<file path="src/hw/rtl/rc_ptm_pkg.sv">
`timescale 1ns / 1ps
// ----------------------------------------------------------------------------
// rc_ptm_pkg
// shared widths, register indexes, channel state type and per-tick helpers
// for the rc pulse tank mixer
// ----------------------------------------------------------------------------
package rc_ptm_pkg;

    localparam int COUNT_BITS = 16;
    localparam int WIDTH_BITS = 16;
    localparam int DB_BITS    = 10;
    localparam int WIDE_BITS  = (COUNT_BITS > WIDTH_BITS) ? COUNT_BITS : WIDTH_BITS;
    localparam int MIX_BITS   = WIDE_BITS + 3;
    localparam int IN_BYTES   = 1;
    localparam int OUT_BITS   = 2 * WIDTH_BITS;

    localparam logic [COUNT_BITS-1:0] COUNT_TOP = '1;

    localparam logic [WIDTH_BITS-1:0] CENTER_RST  = WIDTH_BITS'(1500);
    localparam logic [DB_BITS-1:0]    DEADBAND_RST = DB_BITS'(25);
    localparam logic [WIDTH_BITS-1:0] OUT_MIN_RST = WIDTH_BITS'(1000);
    localparam logic [WIDTH_BITS-1:0] OUT_MAX_RST = WIDTH_BITS'(2000);

    typedef enum logic [1:0] {
        CFG_CENTER_WIDTH = 2'd0,
        CFG_DEADBAND     = 2'd1,
        CFG_OUTPUT_MIN   = 2'd2,
        CFG_OUTPUT_MAX   = 2'd3
    } cfg_index_t;

    typedef struct packed {
        logic                  prev;
        logic                  active;
        logic [COUNT_BITS-1:0] count;
        logic [COUNT_BITS-1:0] pulse;
    } chan_t;

    // edge detect, saturating count and capture on the falling edge
    function automatic chan_t chan_tick(input chan_t ch, input logic lv);
        chan_t nx;
        nx = ch;
        if (lv && !ch.prev)
        begin
            nx.active = 1'b1;
            nx.count  = '0;
        end
        else if (ch.active)
        begin
            if (ch.count != COUNT_TOP)
            begin
                nx.count = ch.count + 1'b1;
            end
            if (!lv && ch.prev)
            begin
                nx.pulse  = nx.count;
                nx.active = 1'b0;
            end
        end
        nx.prev = lv;
        return nx;
    endfunction

    // widths closer to centre than the deadband snap to centre
    function automatic logic [WIDE_BITS-1:0] snap(
        input logic [COUNT_BITS-1:0] w,
        input logic [WIDTH_BITS-1:0] c,
        input logic [DB_BITS-1:0]    db
    );
        logic signed [WIDE_BITS:0] d;
        logic        [WIDE_BITS:0] mag;
        d   = $signed({1'b0, WIDE_BITS'(w)}) - $signed({1'b0, WIDE_BITS'(c)});
        mag = d[WIDE_BITS] ? (WIDE_BITS+1)'(-d) : (WIDE_BITS+1)'(d);
        return (mag < (WIDE_BITS+1)'(db)) ? WIDE_BITS'(c) : WIDE_BITS'(w);
    endfunction

endpackage

</file>
<file path="src/hw/rtl/rc_pulse_tank_mixer_core.sv">
`timescale 1ns / 1ps
// ----------------------------------------------------------------------------
// rc_pulse_tank_mixer_core
// rc receiver pulse capture for throttle and yaw with a tank drive mixer
// ----------------------------------------------------------------------------
// usage
// s_axis carries one microsecond tick per transaction: the throttle pin level
// in tdata bit 0 and the yaw pin level in bit 1. every tick gives exactly one
// m_axis transaction with the left width in tdata[15:0] and the right width
// in tdata[31:16], after deadband, mix and clamp.
// the block takes one tick every clock while s_tready is high. a tick's
// result reaches m_axis through three registered stages in order: the pulse
// capture, the deadband snap, then the mix and clamp into the result register.
// when m_axis stalls the three stages fill and s_tready falls; it rises again
// in the cycle the result register is taken.
// reset clears the capture state (widths read as zero), empties the pipeline
// and loads the register defaults: centre 1500, deadband 25, limits 1000 and
// 2000. the cfg port writes register cfg_index with cfg_data on any clock at
// which cfg_we is high; write only while no tick is in flight.
// ----------------------------------------------------------------------------
module rc_pulse_tank_mixer_core
(
    input  logic                                 clk,
    input  logic                                 rst_n,
    input  logic                                 s_tvalid,
    output logic                                 s_tready,
    input  logic [rc_ptm_pkg::IN_BYTES*8-1:0]    s_tdata,   // throttle_level, yaw_level
    output logic                                 m_tvalid,
    input  logic                                 m_tready,
    output logic [rc_ptm_pkg::OUT_BITS-1:0]      m_tdata,   // left_width, right_width
    input  logic                                 cfg_we,
    input  logic [1:0]                           cfg_index,
    input  logic [rc_ptm_pkg::WIDTH_BITS-1:0]    cfg_data
);
    import rc_ptm_pkg::*;

    logic [WIDTH_BITS-1:0] center_reg;
    logic [DB_BITS-1:0]    deadband_reg;
    logic [WIDTH_BITS-1:0] out_min_reg;
    logic [WIDTH_BITS-1:0] out_max_reg;

    chan_t thr_reg, thr_next;
    chan_t yaw_reg, yaw_next;

    logic                  cap_valid_reg;
    logic                  snap_valid_reg;
    logic                  out_valid_reg;
    logic [WIDE_BITS-1:0]  t_snap_reg;
    logic [WIDE_BITS-1:0]  y_snap_reg;
    logic [WIDTH_BITS-1:0] left_reg, left_next;
    logic [WIDTH_BITS-1:0] right_reg, right_next;

    logic in_fire;
    logic snap_adv;
    logic out_adv;

    logic signed [MIX_BITS-1:0] left_sum;
    logic signed [MIX_BITS-1:0] right_sum;

    function automatic logic [WIDTH_BITS-1:0] clamp_out(
        input logic signed [MIX_BITS-1:0] x,
        input logic [WIDTH_BITS-1:0]      lo,
        input logic [WIDTH_BITS-1:0]      hi
    );
        logic signed [MIX_BITS-1:0] lo_s;
        logic signed [MIX_BITS-1:0] hi_s;
        lo_s = $signed(MIX_BITS'(lo));
        hi_s = $signed(MIX_BITS'(hi));
        if (x < lo_s)
        begin
            return lo;
        end
        if (x > hi_s)
        begin
            return hi;
        end
        return x[WIDTH_BITS-1:0];
    endfunction

    // handshake and pipeline advance
    assign out_adv  = out_valid_reg ? m_tready : 1'b1;
    assign snap_adv = snap_valid_reg && out_adv;
    assign s_tready = !cap_valid_reg || !snap_valid_reg || out_adv;
    assign in_fire  = s_tvalid && s_tready;

    assign m_tvalid = out_valid_reg;
    assign m_tdata  = {right_reg, left_reg};

    always_comb
    begin
        thr_next = chan_tick(thr_reg, s_tdata[0]);
        yaw_next = chan_tick(yaw_reg, s_tdata[1]);
    end

    always_comb
    begin
        left_sum   = $signed(MIX_BITS'(t_snap_reg)) + $signed(MIX_BITS'(y_snap_reg))
                   - $signed(MIX_BITS'(center_reg));
        right_sum  = $signed(MIX_BITS'(t_snap_reg)) - $signed(MIX_BITS'(y_snap_reg))
                   + $signed(MIX_BITS'(center_reg));
        left_next  = clamp_out(left_sum, out_min_reg, out_max_reg);
        right_next = clamp_out(right_sum, out_min_reg, out_max_reg);
    end

    // configuration registers
    always_ff @(posedge clk or negedge rst_n)
    begin
        if (!rst_n)
        begin
            center_reg   <= CENTER_RST;
            deadband_reg <= DEADBAND_RST;
            out_min_reg  <= OUT_MIN_RST;
            out_max_reg  <= OUT_MAX_RST;
        end
        else if (cfg_we)
        begin
            case (cfg_index_t'(cfg_index))
                CFG_CENTER_WIDTH: center_reg   <= cfg_data;
                CFG_DEADBAND:     deadband_reg <= cfg_data[DB_BITS-1:0];
                CFG_OUTPUT_MIN:   out_min_reg  <= cfg_data;
                CFG_OUTPUT_MAX:   out_max_reg  <= cfg_data;
                default:          center_reg   <= center_reg;
            endcase
        end
    end

    // capture state and pipeline valids
    always_ff @(posedge clk or negedge rst_n)
    begin
        if (!rst_n)
        begin
            thr_reg        <= '0;
            yaw_reg        <= '0;
            cap_valid_reg  <= 1'b0;
            snap_valid_reg <= 1'b0;
            out_valid_reg  <= 1'b0;
        end
        else
        begin
            if (in_fire)
            begin
                thr_reg <= thr_next;
                yaw_reg <= yaw_next;
            end
            if (in_fire)
            begin
                cap_valid_reg <= 1'b1;
            end
            else if (!snap_valid_reg || snap_adv)
            begin
                cap_valid_reg <= 1'b0;
            end
            if (!snap_valid_reg || snap_adv)
            begin
                snap_valid_reg <= cap_valid_reg;
            end
            if (out_adv)
            begin
                out_valid_reg <= snap_valid_reg;
            end
        end
    end

    // payload stages
    always_ff @(posedge clk)
    begin
        if (cap_valid_reg && (!snap_valid_reg || snap_adv))
        begin
            t_snap_reg <= snap(thr_reg.pulse, center_reg, deadband_reg);
            y_snap_reg <= snap(yaw_reg.pulse, center_reg, deadband_reg);
        end
        if (snap_adv)
        begin
            left_reg  <= left_next;
            right_reg <= right_next;
        end
    end

endmodule
</file>
<file path="config.mk">
export PLATFORM = sky130hd
export DESIGN_NAME = rc_pulse_tank_mixer_core
export DESIGN_NICKNAME = d
export VERILOG_FILES = /design/src/hw/rtl/rc_ptm_pkg.sv /design/src/hw/rtl/rc_pulse_tank_mixer_core.sv
export SDC_FILE = /design/constraint.sdc
export NUM_CORES = 1
export LEC_CHECK = 0
export ABC_AREA = 1
export BUFFER_PORTS_ARGS = -buffer_cell sky130_fd_sc_hd__buf_2
export CAP_MARGIN = 20
export CORE_MARGIN = 2
export CORE_UTILIZATION = 25
export DETAILED_ROUTE_END_ITERATION = 8
export PLACE_DENSITY = 0.4
export SYNTH_ARGS = -nofsm -noshare
export SYNTH_HDL_FRONTEND = slang
export SYNTH_SLANG_ARGS = --single-unit
</file>
<file path="constraint.sdc">
create_clock -name clk -period 10.35 [get_ports clk]
set_clock_uncertainty 0.2 [all_clocks]
set_input_delay 0.5175 -clock clk [delete_from_list [all_inputs] [get_ports clk]]
set_output_delay 0.5175 -clock clk [all_outputs]
set_load 0.01 [all_outputs]
</file>
==> flow_metrics.tcl, run 1 <==
set metrics [dict create \
    fp.dieArea_um2 66620 \
    syn_to_final_growth_pct 11.80 \
    ys_ff_latch 193 \
    vias 14020 \
    synth_top_flop_cell "dfrtp_1" \
    ys_types 52 \
    cts_made_buffers 17 \
    drv_cap 0 \
    hold_viol 0 \
    start_kind "flop" \
    post_dp_cell_area_um2 17380 \
    core_um2 64120 \
    synthXorXnorAreaFrac 0.04279 \
    hpwl_um 39670 \
    rows 93 \
    layout_setup_ws_ns 4.007 \
    cp-end-kind "flop" \
    routed_wl_um 48270 \
    worst_slew_margin_rel 0.3714 \
    die_h_um 258.1 \
    synth_common_cells "585 x nand2_1, 341 x inv_1, 168 x ha_1" \
    ios 65 \
    drc_errors 0 \
    synth_compound_area_frac 0.1229 \
    post-place-ws_ns 4.125 \
    dp_cells 3074 \
    synth_fa_ha_area_frac 0.1550 \
    clk_pin_slew_ns 0.08 \
    final-setup-viol-count 0 \
    ctsHoldBuffers 1 \
    crit_type "flop to flop" \
    synthTopCellsByArea "dfrtp_1 17%, nand2_1 14%, ha_1 13%" \
    ant_nets 0 \
    arrival_ns 6.46 \
    drt_iter0_markers 782 \
    rsz0062_at_grt "no" \
    synth_top_area_frac 0.1659 \
    slew_viol_final 0 \
    cp.required_ns 10.47 \
    h-tree-depth 4 \
    finalCritPeriodShare 0.6129 \
    die_width_um 258.1 \
    finalSetupTns_ns 0 \
    hold_path_class "primary input to flop" \
    ys_seq_area_frac 0.3208 \
    syn_inst 2196 \
    grt_usage 0.1470 \
    syn_nets 2415 \
    overflow 0 \
    final_cell_count_no_fill 3109 \
    fin_nets 2460 \
    portBuffers 58 \
    min_period_ns 6.343 \
    cts_tree "yes" \
    synthesis.area_um2 16140 \
    diodes 0 \
    status "completed" \
    viasPerCell 4.509 \
    synth_top_family_by_area "simple AND/OR/NAND/NOR gates" \
    cts_root_buf "clkbuf_16" \
    grt_pass1_wl_um 76200 \
    fin_area_um2 18050 \
    crit_fanout 25 \
    start_util 0.2518 \
    synth-edff-count 64 \
    yosys.cell_count.top_type "nand2_1" \
    grt_pass1_vias 13750 \
    antenna_found_initial 0 \
    synth.avg_cell_area_um2 7.351 \
    post-cts-setup-buffer-count 0 \
    fmax_mhz 157.6 \
    clockBufferDepth 2 \
    yosys_warnings 0 \
    grt_max_degree 72 \
    post-synth-top-area-cell "dfrtp_1" \
    drive_gt1_frac 0.08563 \
    cts_resized 0 \
    yosys.area_share.simple 0.2639 \
    clk_latency_ns 0.48 \
    worst_slew_pin_slew_ns 0.9407 \
    wl_per_cell_um 15.53 \
    drtPass1Iterations 5 \
    clkSinkCount 193 \
    yosys-mux-area-fraction 0 \
    gp_congestion 0.8392 \
    async_reset_ff_frac 0.6684 \
]
[per-layer routing]
layer	up-vias	wire length, µm	global-route usage
li1	7286	-	-
met5	-	0	0
met3	41	1427	0.02101
met4	0	862	0.04175
met2	221	23550	0.2569
met1	6470	22430	0.1879
[critical path, stage by stage (launching register included)]
cell and delay (ns):
dfstp_2 0.64, fa_1 0.42, inv_1 0.07, ha_1 0.29
a21oi_1 0.16, nand2_1 0.07, nand2_1 0.08, nand2_1 0.06
a21oi_1 0.22, o21ai_1 0.20, a21boi_0 0.44, xnor2_1 0.30
ha_1 0.38, nand2_1 0.07, nor2_1 0.18, nand4_1 0.21
o2111ai_1 0.33, a21oi_1 0.10, o21ai_0 0.16, nand2_1 0.07
nand2_1 0.62, nand2_1 0.52, nand2_1 0.18, nand3_1 0.08
o21ai_0 0.11
[layout by cell type (no fill, tap or decap), types with 16 or more instances in the layout]
cell       instances
a21oi_1          108
buf_2             57
clkbuf_16         18
dfrtp_1          107
dfstp_2           22
edfxtp_1          64
fa_1              20
ha_1             168
inv_1            341
nand2_1          585
nand2_2           20
nand3_1          149
nand4_1           33
nor2_1           130
nor3_1            16
o21ai_0          160
o21ai_1           21
o22ai_1           21
xnor2_1           20
xor2_1            57
[path summary, 6_finish.rpt]
path                                            from                          to  slack, ns  cells past startpoint
min in group asynchronous                      rst_n     yaw_reg[33]$_DFFE_PN0P_       0.43                      2
hold / removal                              s_tvalid   cap_valid_reg$_DFFE_PN0P_       0.05                      3
hold reg to reg            cap_valid_reg$_DFFE_PN0P_  snap_valid_reg$_DFFE_PN0P_       0.27                      2
setup / recovery           center_reg[2]$_DFFE_PN1P_       left_reg[4]$_DFFE_PP_       4.01                     24
max in group asynchronous                      rst_n   center_reg[0]$_DFFE_PN0P_       8.20                      3
setup reg to reg           center_reg[2]$_DFFE_PN1P_       left_reg[4]$_DFFE_PP_       4.01                     24
[kinds of logic after synthesis]
family                     Yosys count
DFF                                193
AOI/OAI and AO/OA                  363
and+or+nand+nor                    979
xor gates and xnor gates            78
buffers and inverters              395
adders and majority gates          188
[metrics by stage]
stage            util  hold WS, ns
2_1_floorplan       -      0.02191
3_3_place_gp   0.2707       0.2548
3_5_place_dp   0.2711       0.2611
4_1_cts        0.2806      0.01288
5_1_grt        0.2815      0.05686
6_report       0.2815      0.05293
[cell type report]
cell class | instances | area (µm²)
fill | 6986 | 46070
multi-input combinational | 1608 | 9445
sequential | 193 | 5177
inverter | 354 | 1329
tap | 855 | 1070
clock buffer | 19 | 464.2
timing repair buffer | 67 | 426.7
clock inverter | 13 | 133.9
Power of run 1 is left out: the tool's default activity adds up to more than one toggle a clock period on the data nets, which glitch-free logic cannot reach.
==> inputs of run 2 (changes only) <==
--- a/config.mk
+++ b/config.mk
@@ -11,7 +11,7 @@
 export CORE_MARGIN = 2
 export CORE_UTILIZATION = 25
 export DETAILED_ROUTE_END_ITERATION = 8
-export PLACE_DENSITY = 0.4
+export PLACE_DENSITY = 0.41
 export SYNTH_ARGS = -nofsm -noshare
 export SYNTH_HDL_FRONTEND = slang
 export SYNTH_SLANG_ARGS = --single-unit
==> constraint.sdc (replaced) <==
create_clock -name clk -period 5.75 [get_ports clk]
set_clock_uncertainty 0.2 [all_clocks]
set_input_delay 0.2875 -clock clk [delete_from_list [all_inputs] [get_ports clk]]
set_output_delay 0.2875 -clock clk [all_outputs]
set_load 0.01 [all_outputs]
==> run 2 against run 1 <==
  * Non-clock buffer count up 50
  * Global-route usage is 0.41 points higher
  * Worst hold slack lost 0.018 ns
  * First-iteration DRC count decreased by 14%
  * Cell area increased by 2.6%
  * Critical endpoint is now right_reg[3]$_DFFE_PP_
==> flow_metrics.tcl, run 2 (synthesis gave the netlist of run 1 again) <==
set metrics [dict create \
    status "completed" \
    final-setup-viol-count 0 \
    hold_viol 0 \
    hpwl_um 40280 \
    hold_start "cfg_data[5]" \
    fmax_mhz 186.0 \
    die_h_um 258.1 \
    critPathLaunch "y_snap_reg[0]$_DFFE_PP_" \
    wl_per_cell_um 15.54 \
    min_period_ns 5.377 \
    portBuffers 58 \
    cts_root_buf "clkbuf_16" \
    overflow 0 \
    clkSinkCount 193 \
    worst_slew_pin_slew_ns 0.9210 \
    slew_viol_final 0 \
    rrSetupSlack_ns 0.37 \
    dp_cells 3106 \
    viasPerCell 4.491 \
    critPathMaxStageDelay_ns 0.41 \
    h-tree-depth 4 \
    ant_nets 0 \
    crit_path_frequent_cell "nand2_1" \
    rr_worst_depth 28 \
    ios 65 \
    reg2reg_to "right_reg[3]$_DFFE_PP_" \
    start_kind "flop" \
    start_util 0.2518 \
    diodes 0 \
    drtPass1Iterations 5 \
    final_cell_mix "585 x nand2_1, 341 x inv_1, 167 x ha_1" \
    min_to "out_max_reg[5]$_DFFE_PN0P_" \
    gp_congestion 0.8978 \
    cp.required_ns 5.79 \
    hold_path_class "primary input to flop" \
    vias 14190 \
    core_um2 64120 \
    clk_pin_slew_ns 0.08 \
    syn_to_final_growth_pct 14.67 \
    grt_pass1_vias 14260 \
    drive_gt1_frac 0.1002 \
    fin_nets 2511 \
    rows 93 \
    whs_path_depth 3 \
    final_common_cell "nand2_1" \
    drc_errors 0 \
    cp-end-kind "flop" \
    grt_max_degree 73 \
    cts_tree "yes" \
    crit_fanout 16 \
    grt_usage 0.1511 \
    cpMaxStageDelayCell "edfxtp_1" \
    routed_wl_um 49090 \
    drt_iter0_markers 669 \
    crit_type "flop to flop" \
    r2r-start "y_snap_reg[0]$_DFFE_PP_" \
    fillers 6966 \
    fp.dieArea_um2 66620 \
    drv_cap 0 \
    die_width_um 258.1 \
    arrival_ns 5.42 \
    clockBufferDepth 2 \
    grt_pass1_wl_um 77910 \
    finalCritPeriodShare 0.9350 \
    worst_slew_margin_rel 0.3845 \
    clk_latency_ns 0.49 \
    antenna_found_initial 0 \
    cts_made_buffers 17 \
    final_cell_count_no_fill 3160 \
]
[run 2: changes by cell type in the layout (fill, tap and decap cells not counted), sizes merged]
cell,before,now
buf,66,99
dlygate4sd3,1,18
clkbuf,19,21
inv,363,361
nand2,608,609
[run 2: final cells by class]
type                            instances  area [µm²]  share of cell area
Clock buffer                           21       471.7             0.02548
Clock inverter                         11       113.9            0.006151
Inverter                              354        1329             0.07179
Multi-Input combinational cell       1609        9500              0.5132
Sequential cell                       193        5177              0.2797
Tap cell                              855        1070             0.05779
Timing Repair Buffer                  117       848.3             0.04583
[run 2: worst max path at each step]
stage | end | slack [ns] | cells past startpoint
floorplan | right_reg[12]$_DFFE_PP_ | 0.97 | 26
global placement | right_reg[13]$_DFFE_PP_ | 0.09 | 26
detailed placement | right_reg[14]$_DFFE_PP_ | 0.04 | 26
CTS | right_reg[9]$_DFFE_PP_ | 0.01 | 26
global route | right_reg[15]$_DFFE_PP_ | -0.008 | 29
finish | right_reg[3]$_DFFE_PP_ | 0.37 | 28
[run 2: stage by stage]
| stage | hold WS [ns] | instance area, µm² | worst slack, ns | util | setup TNS, ns |
|---|---|---|---|---|---|
| 3_3_place_gp | 0.1841 | 17590 | 0.09299 | 0.2743 | 0 |
| 3_5_place_dp | 0.1923 | 17640 | 0.03774 | 0.2752 | 0 |
| 5_1_grt | 0.05452 | 18510 | -0.007553 | 0.2887 | -0.01274 |
| 4_1_cts | 0.01907 | 18410 | 0.01132 | 0.2871 | 0 |
| 2_1_floorplan | -0.2081 | 16140 | 0.9666 | - | 0 |
| 6_report | 0.03485 | 18510 | 0.3735 | 0.2887 | 0 |
[run 2: routing by layer]
| layer | wire length (µm) | up-vias | track usage | share of wire |
|---|---|---|---|---|
| li1 | - | 7378 | - | - |
| met1 | 22670 | 6539 | 0.1885 | 0.46 |
| met3 | 1249 | 69 | 0.02002 | 0.025 |
| met5 | 0 | - | 0 | 0 |
| met4 | 1516 | 0 | 0.06005 | 0.031 |
| met2 | 23660 | 204 | 0.2631 | 0.48 |
[run 2: timing repair]
action                                  4_1_cts  5_1_grt
setup buffers                                 0        2
gates resized for setup                       0       13
hold buffers                                 18        0
endpoints found under the setup margin        0       17
hold endpoints to repair                    102        0
[run 2: worst max-delay path, delay by kind of cell, from the launching register on]
| kind | cells | cell delay [ns] |
|---|---|---|
| fa+ha+maj | 4 | 1.27 |
| simple gates | 10 | 1.20 |
| compound gates | 9 | 1.17 |
| buf+inv | 3 | 0.56 |
| flops | 1 | 0.41 |
| xor+xnor | 2 | 0.32 |
Power of run 2 is left out for the same reason.
==> inputs of run 3 (changes only) <==
--- a/config.mk
+++ b/config.mk
@@ -8,10 +8,12 @@
 export ABC_AREA = 1
 export BUFFER_PORTS_ARGS = -buffer_cell sky130_fd_sc_hd__buf_2
 export CAP_MARGIN = 20
+export CELL_PAD_IN_SITES_DETAIL_PLACEMENT = 0
+export CELL_PAD_IN_SITES_GLOBAL_PLACEMENT = 1
 export CORE_MARGIN = 2
 export CORE_UTILIZATION = 25
 export DETAILED_ROUTE_END_ITERATION = 8
-export PLACE_DENSITY = 0.41
+export PLACE_DENSITY = 0.5
 export SYNTH_ARGS = -nofsm -noshare
 export SYNTH_HDL_FRONTEND = slang
 export SYNTH_SLANG_ARGS = --single-unit
==> constraint.sdc (replaced) <==
create_clock -name clk -period 6.2 [get_ports clk]
set_clock_uncertainty 0.2 [all_clocks]
set_input_delay 0.31 -clock clk [delete_from_list [all_inputs] [get_ports clk]]
set_output_delay 0.31 -clock clk [all_outputs]
set_load 0.01 [all_outputs]
==> run 3 against run 2 <==
  * Cell count down 0.70%
  * Highest routed layer unchanged
  * Register-to-register slack better by 0.30 ns
  * First-iteration DRC count shrank 4.9%
  * Largest cell class unchanged
  * Setup slack gained 0.30 ns
  * Count of clock-buffer cells in the layout did not move
  * Via count down 1.3%
  * Routed wire length increased by 2.9%
  * Die area did not move
  * Utilization fell by 0.35 points
  * Non-clock buffer count is 21 lower
  * Fmax down 2.7%
  * Global-route usage increased by 0.46 points
==> flow_metrics.tcl, run 3 (synthesis gave the netlist of run 1 again) <==
set metrics [dict create \
    status "completed" \
    die_h_um 258.1 \
    wl_per_cell_um 16.10 \
    critPathLaunch "center_reg[2]$_DFFE_PN1P_" \
    grt_max_degree 70 \
    drtPass1Iterations 5 \
    cts_root_buf "clkbuf_16" \
    min_period_ns 5.528 \
    grt_pass1_vias 13880 \
    cp.required_ns 6.22 \
    crit_path_frequent_cell "nand2_1" \
    critPathMaxStageDelay_ns 0.63 \
    ios 65 \
    drive_gt1_frac 0.08936 \
    die_width_um 258.1 \
    antenna_found_initial 0 \
    viasPerCell 4.461 \
    cp-end-kind "flop" \
    clk_latency_ns 0.50 \
    rows 93 \
    r2r-start "center_reg[2]$_DFFE_PN1P_" \
    crit_buf_inv 2 \
    worst_slew_pin_slew_ns 0.9324 \
    syn_to_final_growth_pct 13.29 \
    ant_nets 0 \
    portBuffers 58 \
    diodes 0 \
    hold_start "cfg_data[9]" \
    grt_pass1_wl_um 79710 \
    crit_type "flop to flop" \
    fin_nets 2489 \
    hold_path_class "primary input to flop" \
    arrival_ns 5.55 \
    overflow 0 \
    grt_usage 0.1556 \
    crit_fanout 24 \
    fmax_mhz 180.9 \
    final_cell_mix "585 x nand2_1, 341 x inv_1, 168 x ha_1" \
    cts_resized 0 \
    start_util 0.2518 \
    worst_slew_margin_rel 0.3769 \
    path_cells "fa_1, inv_1, ha_1, a21oi_1, nand2_1, nand2_1, nand2_1, a21oi_1, o21ai_1, a21boi_0, xnor2_1, ha_1, nand2_1, nor2_1, nand4_1, o2111ai_1, a21oi_1, o21ai_0, nand2_1, nand2_1, buf_4, nand3_1, nand3_1, o21ai_0" \
    final_common_cell "nand2_1" \
    clockBufferDepth 2 \
    post-cts-setup-buffer-count 0 \
    cts_made_buffers 17 \
    core_um2 64120 \
    vias 14000 \
    finalSetupTns_ns 0 \
    clk_pin_slew_ns 0.08 \
    fp.dieArea_um2 66620 \
    h-tree-depth 4 \
    hold_viol 0 \
    final-setup-viol-count 0 \
    clkSinkCount 193 \
    slew_viol_final 0 \
    cp_top_family "compound AO/OA/AOI/OAI gates" \
    cts_tree "yes" \
    gp_congestion 0.8540 \
    routed_wl_um 50530 \
    rsz0062_at_grt "no" \
    drc_errors 0 \
    finalCritPeriodShare 0.8916 \
    hpwl_um 41670 \
    drv_cap 0 \
    ctsHoldBuffers 18 \
    start_kind "flop" \
    drt_iter0_markers 636 \
    cpMaxStageDelayCell "dfstp_2" \
    rrSetupSlack_ns 0.67 \
]
[run 3: per-stage QoR]
stage	instances	utilization	worst slack (ns)	hold slack [ns]	cell area [µm²]
final	3138	0.2852	0.6724	0.06053	18290
after global routing	3138	0.2852	0.006033	0.08852	18290
after CTS	3137	0.2848	0.5705	0.04613	18260
after detailed placement	3087	0.2726	0.5590	0.1484	17480
after global placement	3086	0.2722	0.6184	0.1507	17450
after floorplan	2196	-	1.417	-0.1856	16140
[run 3: area by class of cell]
class	instances	area (µm²)
inverter	354	1329
timing repair buffer	96	666.9
tap	855	1070
fill	7044	45830
clock inverter	11	105.1
multi-input combinational	1608	9445
sequential	193	5177
clock buffer	21	493.0
[run 3: worst paths after layout]
check / to / cells after the start
worst max-delay path: left_reg[4]$_DFFE_PP_ / 24
worst min-delay path: center_reg[9]$_DFFE_PN0P_ / 3
worst max register to register: left_reg[4]$_DFFE_PP_ / 24
worst min register to register: snap_valid_reg$_DFFE_PN0P_ / 2
max in group asynchronous: thr_reg[5]$_DFFE_PN0P_ / 3
min in group asynchronous: out_min_reg[10]$_DFFE_PN0P_ / 2
[run 3: worst register-to-register path, cell delays in order, from the launching register on]
cell       delay, ns
dfstp_2         0.63
fa_1            0.41
inv_1           0.07
ha_1            0.28
a21oi_1         0.17
nand2_1         0.07
nand2_1         0.08
nand2_1         0.06
a21oi_1         0.22
o21ai_1         0.19
a21boi_0        0.43
xnor2_1         0.28
ha_1            0.37
nand2_1         0.08
nor2_1          0.16
nand4_1         0.17
o2111ai_1       0.35
a21oi_1         0.11
o21ai_0         0.15
nand2_1         0.06
nand2_1         0.07
buf_4           0.28
nand3_1         0.13
nand3_1         0.12
o21ai_0         0.12
[run 3: routing by layer]
layer / GRT usage / wire length [µm] / vias to the layer above
met5: 0 / 0 / -
met4: 0.04191 / 738 / 0
met3: 0.02208 / 1133 / 34
met2: 0.2782 / 25420 / 153
met1: 0.1950 / 23240 / 6480
li1: - / - / 7333
Power of run 3 is left out for the same reason.
